File: src/hw/rtl/ahs_pkg.sv
// ----------------------------------------------------------------------------
// ahs_pkg
// Types, codes and reset values shared by the axis homing sequencer.
// ----------------------------------------------------------------------------
package ahs_pkg;

	localparam int SPEED_W = 13;
	localparam int PULSE_W = 24;
	localparam int POS_W   = 24;
	localparam int CFG_W   = 24;
	localparam int IDX_W   = 3;

	// register indexes
	localparam logic [IDX_W-1:0] REG_COUNT_DIRECTION      = 3'd0;
	localparam logic [IDX_W-1:0] REG_HOME_TOWARD_NEGATIVE = 3'd1;
	localparam logic [IDX_W-1:0] REG_SENSOR_ACTIVE_HIGH   = 3'd2;
	localparam logic [IDX_W-1:0] REG_FAST_SPEED           = 3'd3;
	localparam logic [IDX_W-1:0] REG_SLOW_SPEED           = 3'd4;
	localparam logic [IDX_W-1:0] REG_WORK_SPEED           = 3'd5;
	localparam logic [IDX_W-1:0] REG_BACKOFF_PULSES       = 3'd6;

	// reset values
	localparam logic               RST_COUNT_DIRECTION      = 1'b0;
	localparam logic               RST_HOME_TOWARD_NEGATIVE = 1'b0;
	localparam logic               RST_SENSOR_ACTIVE_HIGH   = 1'b1;
	localparam logic [SPEED_W-1:0] RST_FAST_SPEED           = 13'd50;
	localparam logic [SPEED_W-1:0] RST_SLOW_SPEED           = 13'd5;
	localparam logic [SPEED_W-1:0] RST_WORK_SPEED           = 13'd1000;
	localparam logic [PULSE_W-1:0] RST_BACKOFF_PULSES       = 24'd25;

	// stop mode codes
	localparam logic [1:0] STOP_NONE   = 2'd0;
	localparam logic [1:0] STOP_CODE8  = 2'd1;
	localparam logic [1:0] STOP_CODE12 = 2'd2;

	// move command codes
	localparam logic [2:0] MOVE_NONE = 3'd0;
	localparam logic [2:0] JOG_FWD   = 3'd1;
	localparam logic [2:0] JOG_REV   = 3'd2;
	localparam logic [2:0] PULSE_FWD = 3'd3;
	localparam logic [2:0] PULSE_REV = 3'd4;

	localparam logic signed [POS_W-1:0] POS_MIN = {1'b1, {(POS_W-1){1'b0}}};
	localparam logic signed [POS_W-1:0] POS_MAX = {1'b0, {(POS_W-1){1'b1}}};

	typedef enum logic [7:0] {
		PH_STOP     = 8'b0000_0001,
		PH_SEARCH   = 8'b0000_0010,
		PH_LEAVE    = 8'b0000_0100,
		PH_BACKOFF  = 8'b0000_1000,
		PH_APPROACH = 8'b0001_0000,
		PH_CHECK    = 8'b0010_0000,
		PH_LATCH    = 8'b0100_0000,
		PH_DONE     = 8'b1000_0000
	} phase_t;

	typedef struct packed {
		logic               count_direction;
		logic               home_toward_negative;
		logic               sensor_active_high;
		logic [SPEED_W-1:0] fast_speed;
		logic [SPEED_W-1:0] slow_speed;
		logic [SPEED_W-1:0] work_speed;
		logic [PULSE_W-1:0] backoff_pulses;
	} cfg_t;

	typedef struct packed {
		logic                    action;
		logic                    busy_req;
		logic                    home_input;
		logic                    stopped_by_home;
		logic                    stop_flag_a;
		logic                    stop_flag_b;
		logic signed [POS_W-1:0] position_raw;
	} in_item_t;

	typedef struct packed {
		logic                    issue_stop;
		logic                    speed_write;
		logic [SPEED_W-1:0]      speed_value;
		logic                    stop_mode_write;
		logic [1:0]              stop_mode;
		logic [2:0]              move_cmd;
		logic [PULSE_W-1:0]      move_pulses;
		logic [3:0]              phase;
		logic                    done_res;
		logic signed [POS_W-1:0] home_position;
	} out_item_t;

	function automatic logic [3:0] phase_num(input phase_t ph);
		logic [3:0] n;
		unique case (ph)
			PH_STOP:     n = 4'd1;
			PH_SEARCH:   n = 4'd2;
			PH_LEAVE:    n = 4'd3;
			PH_BACKOFF:  n = 4'd4;
			PH_APPROACH: n = 4'd5;
			PH_CHECK:    n = 4'd6;
			PH_LATCH:    n = 4'd7;
			PH_DONE:     n = 4'd8;
			default:     n = 4'd0;
		endcase
		return n;
	endfunction

	// zero speed is sent as one
	function automatic logic [SPEED_W-1:0] clamp_speed(input logic [SPEED_W-1:0] s);
		return (s == '0) ? SPEED_W'(1) : s;
	endfunction

endpackage

File: src/hw/rtl/axis_homing_sequencer.sv
// ----------------------------------------------------------------------------
// axis_homing_sequencer
// Homing sequence for one motion axis: one status poll in, one command out.
// ----------------------------------------------------------------------------
//
//  port group   dir  handshake           payload
//  in_*         in   in_valid/in_ready   ahs_pkg::in_item_t  (status poll)
//  out_*        out  out_valid/out_ready ahs_pkg::out_item_t (command word)
//  cfg_*        in   cfg_we              cfg_index, cfg_data (write only)
//
// For each poll the phase register and the latched home position update at
// the accept edge, and the command word lands in the output register, visible
// the next cycle. A new poll is taken every cycle
// as long as the output register is empty or being drained in that cycle;
// a stalled output holds only its own word and back-pressures the input.
// Reset (arst_n low) returns phase 1, home position zero, default settings
// and an empty output register.
// ----------------------------------------------------------------------------
module axis_homing_sequencer (
	input  logic                            clk,
	input  logic                            arst_n,
	// status poll requests
	input  logic                            in_valid,
	output logic                            in_ready,
	input  ahs_pkg::in_item_t               in_data,
	// command word requests
	output logic                            out_valid,
	input  logic                            out_ready,
	output ahs_pkg::out_item_t              out_data,
	// settings
	input  logic                            cfg_we,
	input  logic [ahs_pkg::IDX_W-1:0]       cfg_index,
	input  logic [ahs_pkg::CFG_W-1:0]       cfg_data
);

	ahs_pkg::cfg_t                     cfg_q;
	ahs_pkg::phase_t                   phase_q;
	logic signed [ahs_pkg::POS_W-1:0]  home_q;
	ahs_pkg::phase_t                   phase_nxt;
	logic signed [ahs_pkg::POS_W-1:0]  home_nxt;
	ahs_pkg::out_item_t                res;
	ahs_pkg::out_item_t                out_q;
	logic                              out_valid_q;
	logic                              accept;

	// output register empty or draining this cycle
	assign in_ready  = ~out_valid_q | out_ready;
	assign accept    = in_valid & in_ready;
	assign out_valid = out_valid_q;
	assign out_data  = out_q;

	// settings registers; an index past the list is dropped
	always_ff @(posedge clk or negedge arst_n) begin
		if (!arst_n) begin
			cfg_q.count_direction      <= ahs_pkg::RST_COUNT_DIRECTION;
			cfg_q.home_toward_negative <= ahs_pkg::RST_HOME_TOWARD_NEGATIVE;
			cfg_q.sensor_active_high   <= ahs_pkg::RST_SENSOR_ACTIVE_HIGH;
			cfg_q.fast_speed           <= ahs_pkg::RST_FAST_SPEED;
			cfg_q.slow_speed           <= ahs_pkg::RST_SLOW_SPEED;
			cfg_q.work_speed           <= ahs_pkg::RST_WORK_SPEED;
			cfg_q.backoff_pulses       <= ahs_pkg::RST_BACKOFF_PULSES;
		end else if (cfg_we) begin
			unique case (cfg_index)
				ahs_pkg::REG_COUNT_DIRECTION:      cfg_q.count_direction      <= cfg_data[0];
				ahs_pkg::REG_HOME_TOWARD_NEGATIVE: cfg_q.home_toward_negative <= cfg_data[0];
				ahs_pkg::REG_SENSOR_ACTIVE_HIGH:   cfg_q.sensor_active_high   <= cfg_data[0];
				ahs_pkg::REG_FAST_SPEED: begin
					cfg_q.fast_speed <= cfg_data[ahs_pkg::SPEED_W-1:0];
				end
				ahs_pkg::REG_SLOW_SPEED: begin
					cfg_q.slow_speed <= cfg_data[ahs_pkg::SPEED_W-1:0];
				end
				ahs_pkg::REG_WORK_SPEED: begin
					cfg_q.work_speed <= cfg_data[ahs_pkg::SPEED_W-1:0];
				end
				ahs_pkg::REG_BACKOFF_PULSES: begin
					cfg_q.backoff_pulses <= cfg_data[ahs_pkg::PULSE_W-1:0];
				end
				default: begin
				end
			endcase
		end
	end

	// phase decode and command build for the incoming poll
	ahs_step u_step (
		.cfg       (cfg_q),
		.phase_cur (phase_q),
		.home_cur  (home_q),
		.item      (in_data),
		.phase_nxt (phase_nxt),
		.home_nxt  (home_nxt),
		.res       (res)
	);

	// sequence state advances only on an accepted poll
	always_ff @(posedge clk or negedge arst_n) begin
		if (!arst_n) begin
			phase_q <= ahs_pkg::PH_STOP;
			home_q  <= '0;
		end else if (accept) begin
			phase_q <= phase_nxt;
			home_q  <= home_nxt;
		end
	end

	always_ff @(posedge clk or negedge arst_n) begin
		if (!arst_n) begin
			out_valid_q <= 1'b0;
		end else if (in_ready) begin
			out_valid_q <= in_valid;
		end
	end

	// payload, no reset needed
	always_ff @(posedge clk) begin
		if (accept) begin
			out_q <= res;
		end
	end

endmodule

File: src/hw/rtl/ahs_step.sv
// ----------------------------------------------------------------------------
// ahs_step
// Next phase, latched position and command word for one status poll.
// ----------------------------------------------------------------------------
module ahs_step (
	input  ahs_pkg::cfg_t                          cfg,
	input  ahs_pkg::phase_t                        phase_cur,
	input  logic signed [ahs_pkg::POS_W-1:0]       home_cur,
	input  ahs_pkg::in_item_t                      item,
	output ahs_pkg::phase_t                        phase_nxt,
	output logic signed [ahs_pkg::POS_W-1:0]       home_nxt,
	output ahs_pkg::out_item_t                     res
);

	logic       home_flag;
	logic       at_home;
	logic [1:0] mode_seek;
	logic [1:0] mode_leave;
	logic [2:0] jog_pos;
	logic [2:0] jog_neg;
	logic [2:0] jog_toward;
	logic [2:0] jog_away;
	logic       lim_n;
	logic       lim_p;
	logic signed [ahs_pkg::POS_W-1:0] pos_corr;

	assign home_flag  = cfg.sensor_active_high ? item.home_input : ~item.home_input;
	assign at_home    = item.stopped_by_home | home_flag;
	assign mode_seek  = cfg.sensor_active_high ? ahs_pkg::STOP_CODE12 : ahs_pkg::STOP_CODE8;
	assign mode_leave = cfg.sensor_active_high ? ahs_pkg::STOP_CODE8 : ahs_pkg::STOP_CODE12;
	assign jog_pos    = cfg.count_direction ? ahs_pkg::JOG_FWD : ahs_pkg::JOG_REV;
	assign jog_neg    = cfg.count_direction ? ahs_pkg::JOG_REV : ahs_pkg::JOG_FWD;
	assign jog_toward = cfg.home_toward_negative ? jog_neg : jog_pos;
	assign jog_away   = cfg.home_toward_negative ? jog_pos : jog_neg;
	assign lim_n      = cfg.count_direction ? item.stop_flag_b : item.stop_flag_a;
	assign lim_p      = cfg.count_direction ? item.stop_flag_a : item.stop_flag_b;

	// mirrored counting negates, saturating the most negative value
	always_comb begin
		if (cfg.count_direction) begin
			pos_corr = item.position_raw;
		end else if (item.position_raw == ahs_pkg::POS_MIN) begin
			pos_corr = ahs_pkg::POS_MAX;
		end else begin
			pos_corr = -item.position_raw;
		end
	end

	always_comb begin
		phase_nxt = phase_cur;
		home_nxt  = home_cur;
		res       = '0;
		if (!item.action) begin
			phase_nxt = ahs_pkg::PH_STOP;
		end else begin
			unique case (phase_cur)
				ahs_pkg::PH_STOP: begin
					res.issue_stop = 1'b1;
					if (!item.busy_req) begin
						res.speed_write     = 1'b1;
						res.speed_value     = ahs_pkg::clamp_speed(cfg.fast_speed);
						res.stop_mode_write = 1'b1;
						res.stop_mode       = mode_seek;
						if (!home_flag) begin
							res.move_cmd = jog_toward;
						end
						phase_nxt = ahs_pkg::PH_SEARCH;
					end
				end
				ahs_pkg::PH_SEARCH: begin
					if (!item.busy_req) begin
						priority if (at_home) begin
							phase_nxt = ahs_pkg::PH_LEAVE;
						end else if (lim_n) begin
							res.move_cmd = jog_pos;
						end else if (lim_p) begin
							res.move_cmd = jog_neg;
						end else begin
							res.move_cmd = jog_toward;
						end
					end
				end
				ahs_pkg::PH_LEAVE: begin
					if (!item.busy_req) begin
						res.stop_mode_write = 1'b1;
						res.stop_mode       = mode_leave;
						res.move_cmd        = jog_away;
						phase_nxt           = ahs_pkg::PH_BACKOFF;
					end
				end
				ahs_pkg::PH_BACKOFF: begin
					if (!item.busy_req) begin
						res.speed_write = 1'b1;
						res.speed_value = ahs_pkg::clamp_speed(cfg.slow_speed);
						res.move_cmd    = (cfg.count_direction == cfg.home_toward_negative) ?
						                  ahs_pkg::PULSE_FWD : ahs_pkg::PULSE_REV;
						res.move_pulses = cfg.backoff_pulses;
						phase_nxt       = ahs_pkg::PH_APPROACH;
					end
				end
				ahs_pkg::PH_APPROACH: begin
					if (!item.busy_req) begin
						res.speed_write     = 1'b1;
						res.speed_value     = ahs_pkg::clamp_speed(cfg.slow_speed);
						res.stop_mode_write = 1'b1;
						res.stop_mode       = mode_seek;
						res.move_cmd        = jog_toward;
						phase_nxt           = ahs_pkg::PH_CHECK;
					end
				end
				ahs_pkg::PH_CHECK: begin
					if (!item.busy_req) begin
						phase_nxt = at_home ? ahs_pkg::PH_LATCH : ahs_pkg::PH_STOP;
					end
				end
				ahs_pkg::PH_LATCH: begin
					home_nxt            = pos_corr;
					res.stop_mode_write = 1'b1;
					res.stop_mode       = ahs_pkg::STOP_NONE;
					res.speed_write     = 1'b1;
					res.speed_value     = ahs_pkg::clamp_speed(cfg.work_speed);
					phase_nxt           = ahs_pkg::PH_DONE;
				end
				default: begin
					// done, or an illegal code: hold, no command
				end
			endcase
		end
		res.phase         = ahs_pkg::phase_num(phase_nxt);
		res.done_res      = (phase_nxt == ahs_pkg::PH_DONE);
		res.home_position = home_nxt;
	end

endmodule

File: config.mk
export PLATFORM = sky130hd
export DESIGN_NAME = axis_homing_sequencer
export DESIGN_NICKNAME = d
export VERILOG_FILES = /design/src/hw/rtl/ahs_pkg.sv /design/src/hw/rtl/axis_homing_sequencer.sv /design/src/hw/rtl/ahs_step.sv
export SDC_FILE = /design/constraint.sdc
export NUM_CORES = 1
export LEC_CHECK = 0
export ABC_AREA = 1
export BUFFER_PORTS_ARGS = -buffer_cell sky130_fd_sc_hd__buf_4
export CAP_MARGIN = 20
export CORE_MARGIN = 5
export CORE_UTILIZATION = 40
export CTS_BUF_LIST = sky130_fd_sc_hd__clkbuf_4 sky130_fd_sc_hd__clkbuf_8
export DETAILED_ROUTE_END_ITERATION = 8
export GPL_ROUTABILITY_DRIVEN = 1
export PLACE_DENSITY = 0.62
export SKIP_CTS_REPAIR_TIMING = 1
export SYNTH_ARGS = -nofsm -noshare
export SYNTH_HDL_FRONTEND = slang
export SYNTH_SLANG_ARGS = --single-unit
File: constraint.sdc
create_clock -name clk -period 7.35 [get_ports clk]
set_clock_uncertainty 0.05 [all_clocks]
set_input_delay 1.47 -clock clk [delete_from_list [all_inputs] [get_ports clk]]
set_output_delay 1.47 -clock clk [all_outputs]
set_load 0.02 [all_outputs]
==> impl_metrics.toml <==
[outcome]
status = "finished clean"

[sta]
setup_viol = 0
worstMarginPinSlew_ns = 1.11
setup_tns_ns = 0
slew_headroom = 0.254
period_needed_ns = 3.37
fmax_mhz = 297
period_share = 0.458
rsz0062_at_grt = "false"
slew_violations = 0
hold_violations = 0

[clock_network]
cts.clk_slew.worst_paths_ns = 0.09
cts.path.max_buffers = 2
cts_root_buf = "clkbuf_8"
cts_tree = "done"
ctsHtreeMaxLevel = 4
clk_latency_ns = 0.46
cts_sinks = 173
cts_buffers = 17

[power_and_ir_drop]
ir_worst_vdd_uv = 142
p_per_area_nw_per_um2 = 326
leakagePower_uw = 0.00476
total_power_uw = 3250

[synthesis]
avgSynthCellArea_sq_um = 8.84
synth.area.top_cells = "edfxtp_1, dfrtp_1, nand2_1"
yosysUniqueCellTypes = 42
synthMostInstantiatedCell = "nand2_1"
synth_area_sq_um = 8300
yosys.area.top_type = "edfxtp_1"
synth_flop_cell = "dfrtp_1"
synth_seq_cells = 173
yosys_warnings = 0
syn_inst = 939
async_flop_share = 0.572
yosysTopAreaCellShare = 0.268
synth_nets = 1002
synthTopCellsByCount = "nand2_1, nor2_1, inv_1, dfrtp_1, o21ai_0"
synth_edf_count = 74
ys_seq_area_frac = 0.569

[floorplan]
die-area_sq_um = 23700
rows = 52
die_h_microns = 154
core_area_sq_um = 20400
io-pin-count = 138
die_w_microns = 154
start_util = 0.408

[setup_path]
crit_slowest_cell = "buf_4"
cp_top_family = "buffers and inverters"
end_kind = "output port"
cpMostUsedCell = "buf_4"
cp_cell_sequence = "buf_4 > inv_1 > nand2_1 > buf_4"
cp.required_ns = 5.83
max_stage_delay_ns = 0.16
crit_fanout = 3
worstSetupPathType = "primary input to output port"
arrival_ns = 1.85
start_kind = "primary input"
cp.buffers_inverters = 3

[layout]
num-nets-final = 1130
final_area_sq_um = 9980
diodes = 0
drive_gt1_frac = 0.230
syn_to_final_growth_pct = 20.2

[routing]
wl_microns = 20300
via_per_inst = 4.82
ant_nets = 0
num_vias = 6505
drt-wirelength-per-cell_microns = 15.0
drt_iter0_drc = 532
post-route-drc-count = 0
drt_first_pass_iters = 6

[grt]
grt-ovfl-total = 0
antenna_found_initial = 0
grt_max_degree = 72
grt_pass1_wl_microns = 32700
grt_pass1_vias = 6293
grtUsageTotal = 0.173

[place]
dpl.hpwl_microns = 14500
portBuffers = 137
gp_congestion = 0.872
placed_cell_area_sq_um = 9560

[job]
cap_violations = 0

[worst_hold_path]
hold_class = "flop to flop"
## cell type report
cell class | count | area [sq um]
flip-flops and latches | 173 | 4720
repair buffers | 142 | 1070
multi-input cells | 613 | 2990
clock buffers | 18 | 248
inverters | 120 | 452
clock inverters | 14 | 170
fillers | 1941 | 10400
well taps | 270 | 338
## cells in the final DEF, fill, tap and decap left out, drive strengths merged, types with 2 or more instances in the layout
master  count
nand2     223
buf       142
nor2      131
inv       125
o21ai      91
dfrtp      83
edfxtp     74
nand3      41
a21oi      31
or2        21
clkbuf     18
dfstp      16
xor2       14
nand4      11
a221oi     10
nor3        8
clkinv      8
a31oi       7
nor4        6
o22ai       3
o31ai       2
nand3b      2
xnor2       2
and3        2
## metal layers
layer  part of all wire  GRT usage  wire, microns  vias up
met3              0.039     0.0351            799       12
met2               0.51      0.295          10300      122
li1                   -          -              -     3307
met5                  0          0              0        -
met1               0.44      0.226           8880     3064
met4              0.013     0.0425            265        0
## final timing paths
| check | cells after the start | start | slack (ns) | to |
|---|---|---|---|---|
| max | 4 | out_ready | 3.98 | in_ready |
| min | 2 | home_q[0]$_DFFE_PN0P_ | 0.44 | home_q[0]$_DFFE_PN0P_ |
| max reg2reg | 9 | phase_q[2]$_DFFE_PN0P_ | 4.64 | out_data[59]$_SDFFCE_PN0P_ |
| min reg2reg | 2 | home_q[0]$_DFFE_PN0P_ | 0.44 | home_q[0]$_DFFE_PN0P_ |
| max in group asynchronous | 2 | arst_n | 5.05 | cfg_q[42]$_DFFE_PN0P_ |
| min in group asynchronous | 1 | arst_n | 0.95 | out_valid$_DFFE_PN0N_ |
## worst min-delay path: cells and delay by family (launching register included)
family / cells / cell delay [ns]
DFF: 1 / 0.35
and+or+nand+nor: 2 / 0.10
## where the power goes
part           internal [uW]  leakage (uW)  switching (uW)
Clock                    296      0.000211             385
Sequential              1240       0.00195             117
Combinational            431       0.00260             784
Total                   1970       0.00476            1280
## registers in the layout, summed over array words and instances, names as in the netlist
register   count
cfg_q         66
home_q        24
out_data      74
out_valid      1
phase_q        8
## stage by stage
step / utilization / hold slack (ns) / setup WS [ns] / std cells
5_1_grt: 0.490 / 0.464 / 3.94 / 1350
3_3_place_gp: 0.470 / 0.412 / 3.79 / 1318
3_5_place_dp: 0.470 / 0.416 / 3.74 / 1318
4_1_cts: 0.490 / 0.443 / 3.98 / 1350
2_1_floorplan: - / 0.393 / 2.62 / 939
6_report: 0.490 / 0.438 / 3.98 / 1350
## cells by family (layout without fill, tap and decap cells)
group / after synthesis / count (layout) / share of synthesized area
and+or+nand+nor: 446 / 446 / 0.239
DFF: 173 / 173 / 0.569
buffers and inverters: 153 / 294 / 0.0716
AOI/OAI and AO/OA: 150 / 150 / 0.103
xor gates and xnor gates: 16 / 16 / 0.0169
adders and majority gates: 1 / 1 / 0.00151
(Power assumes the default switching activity.)
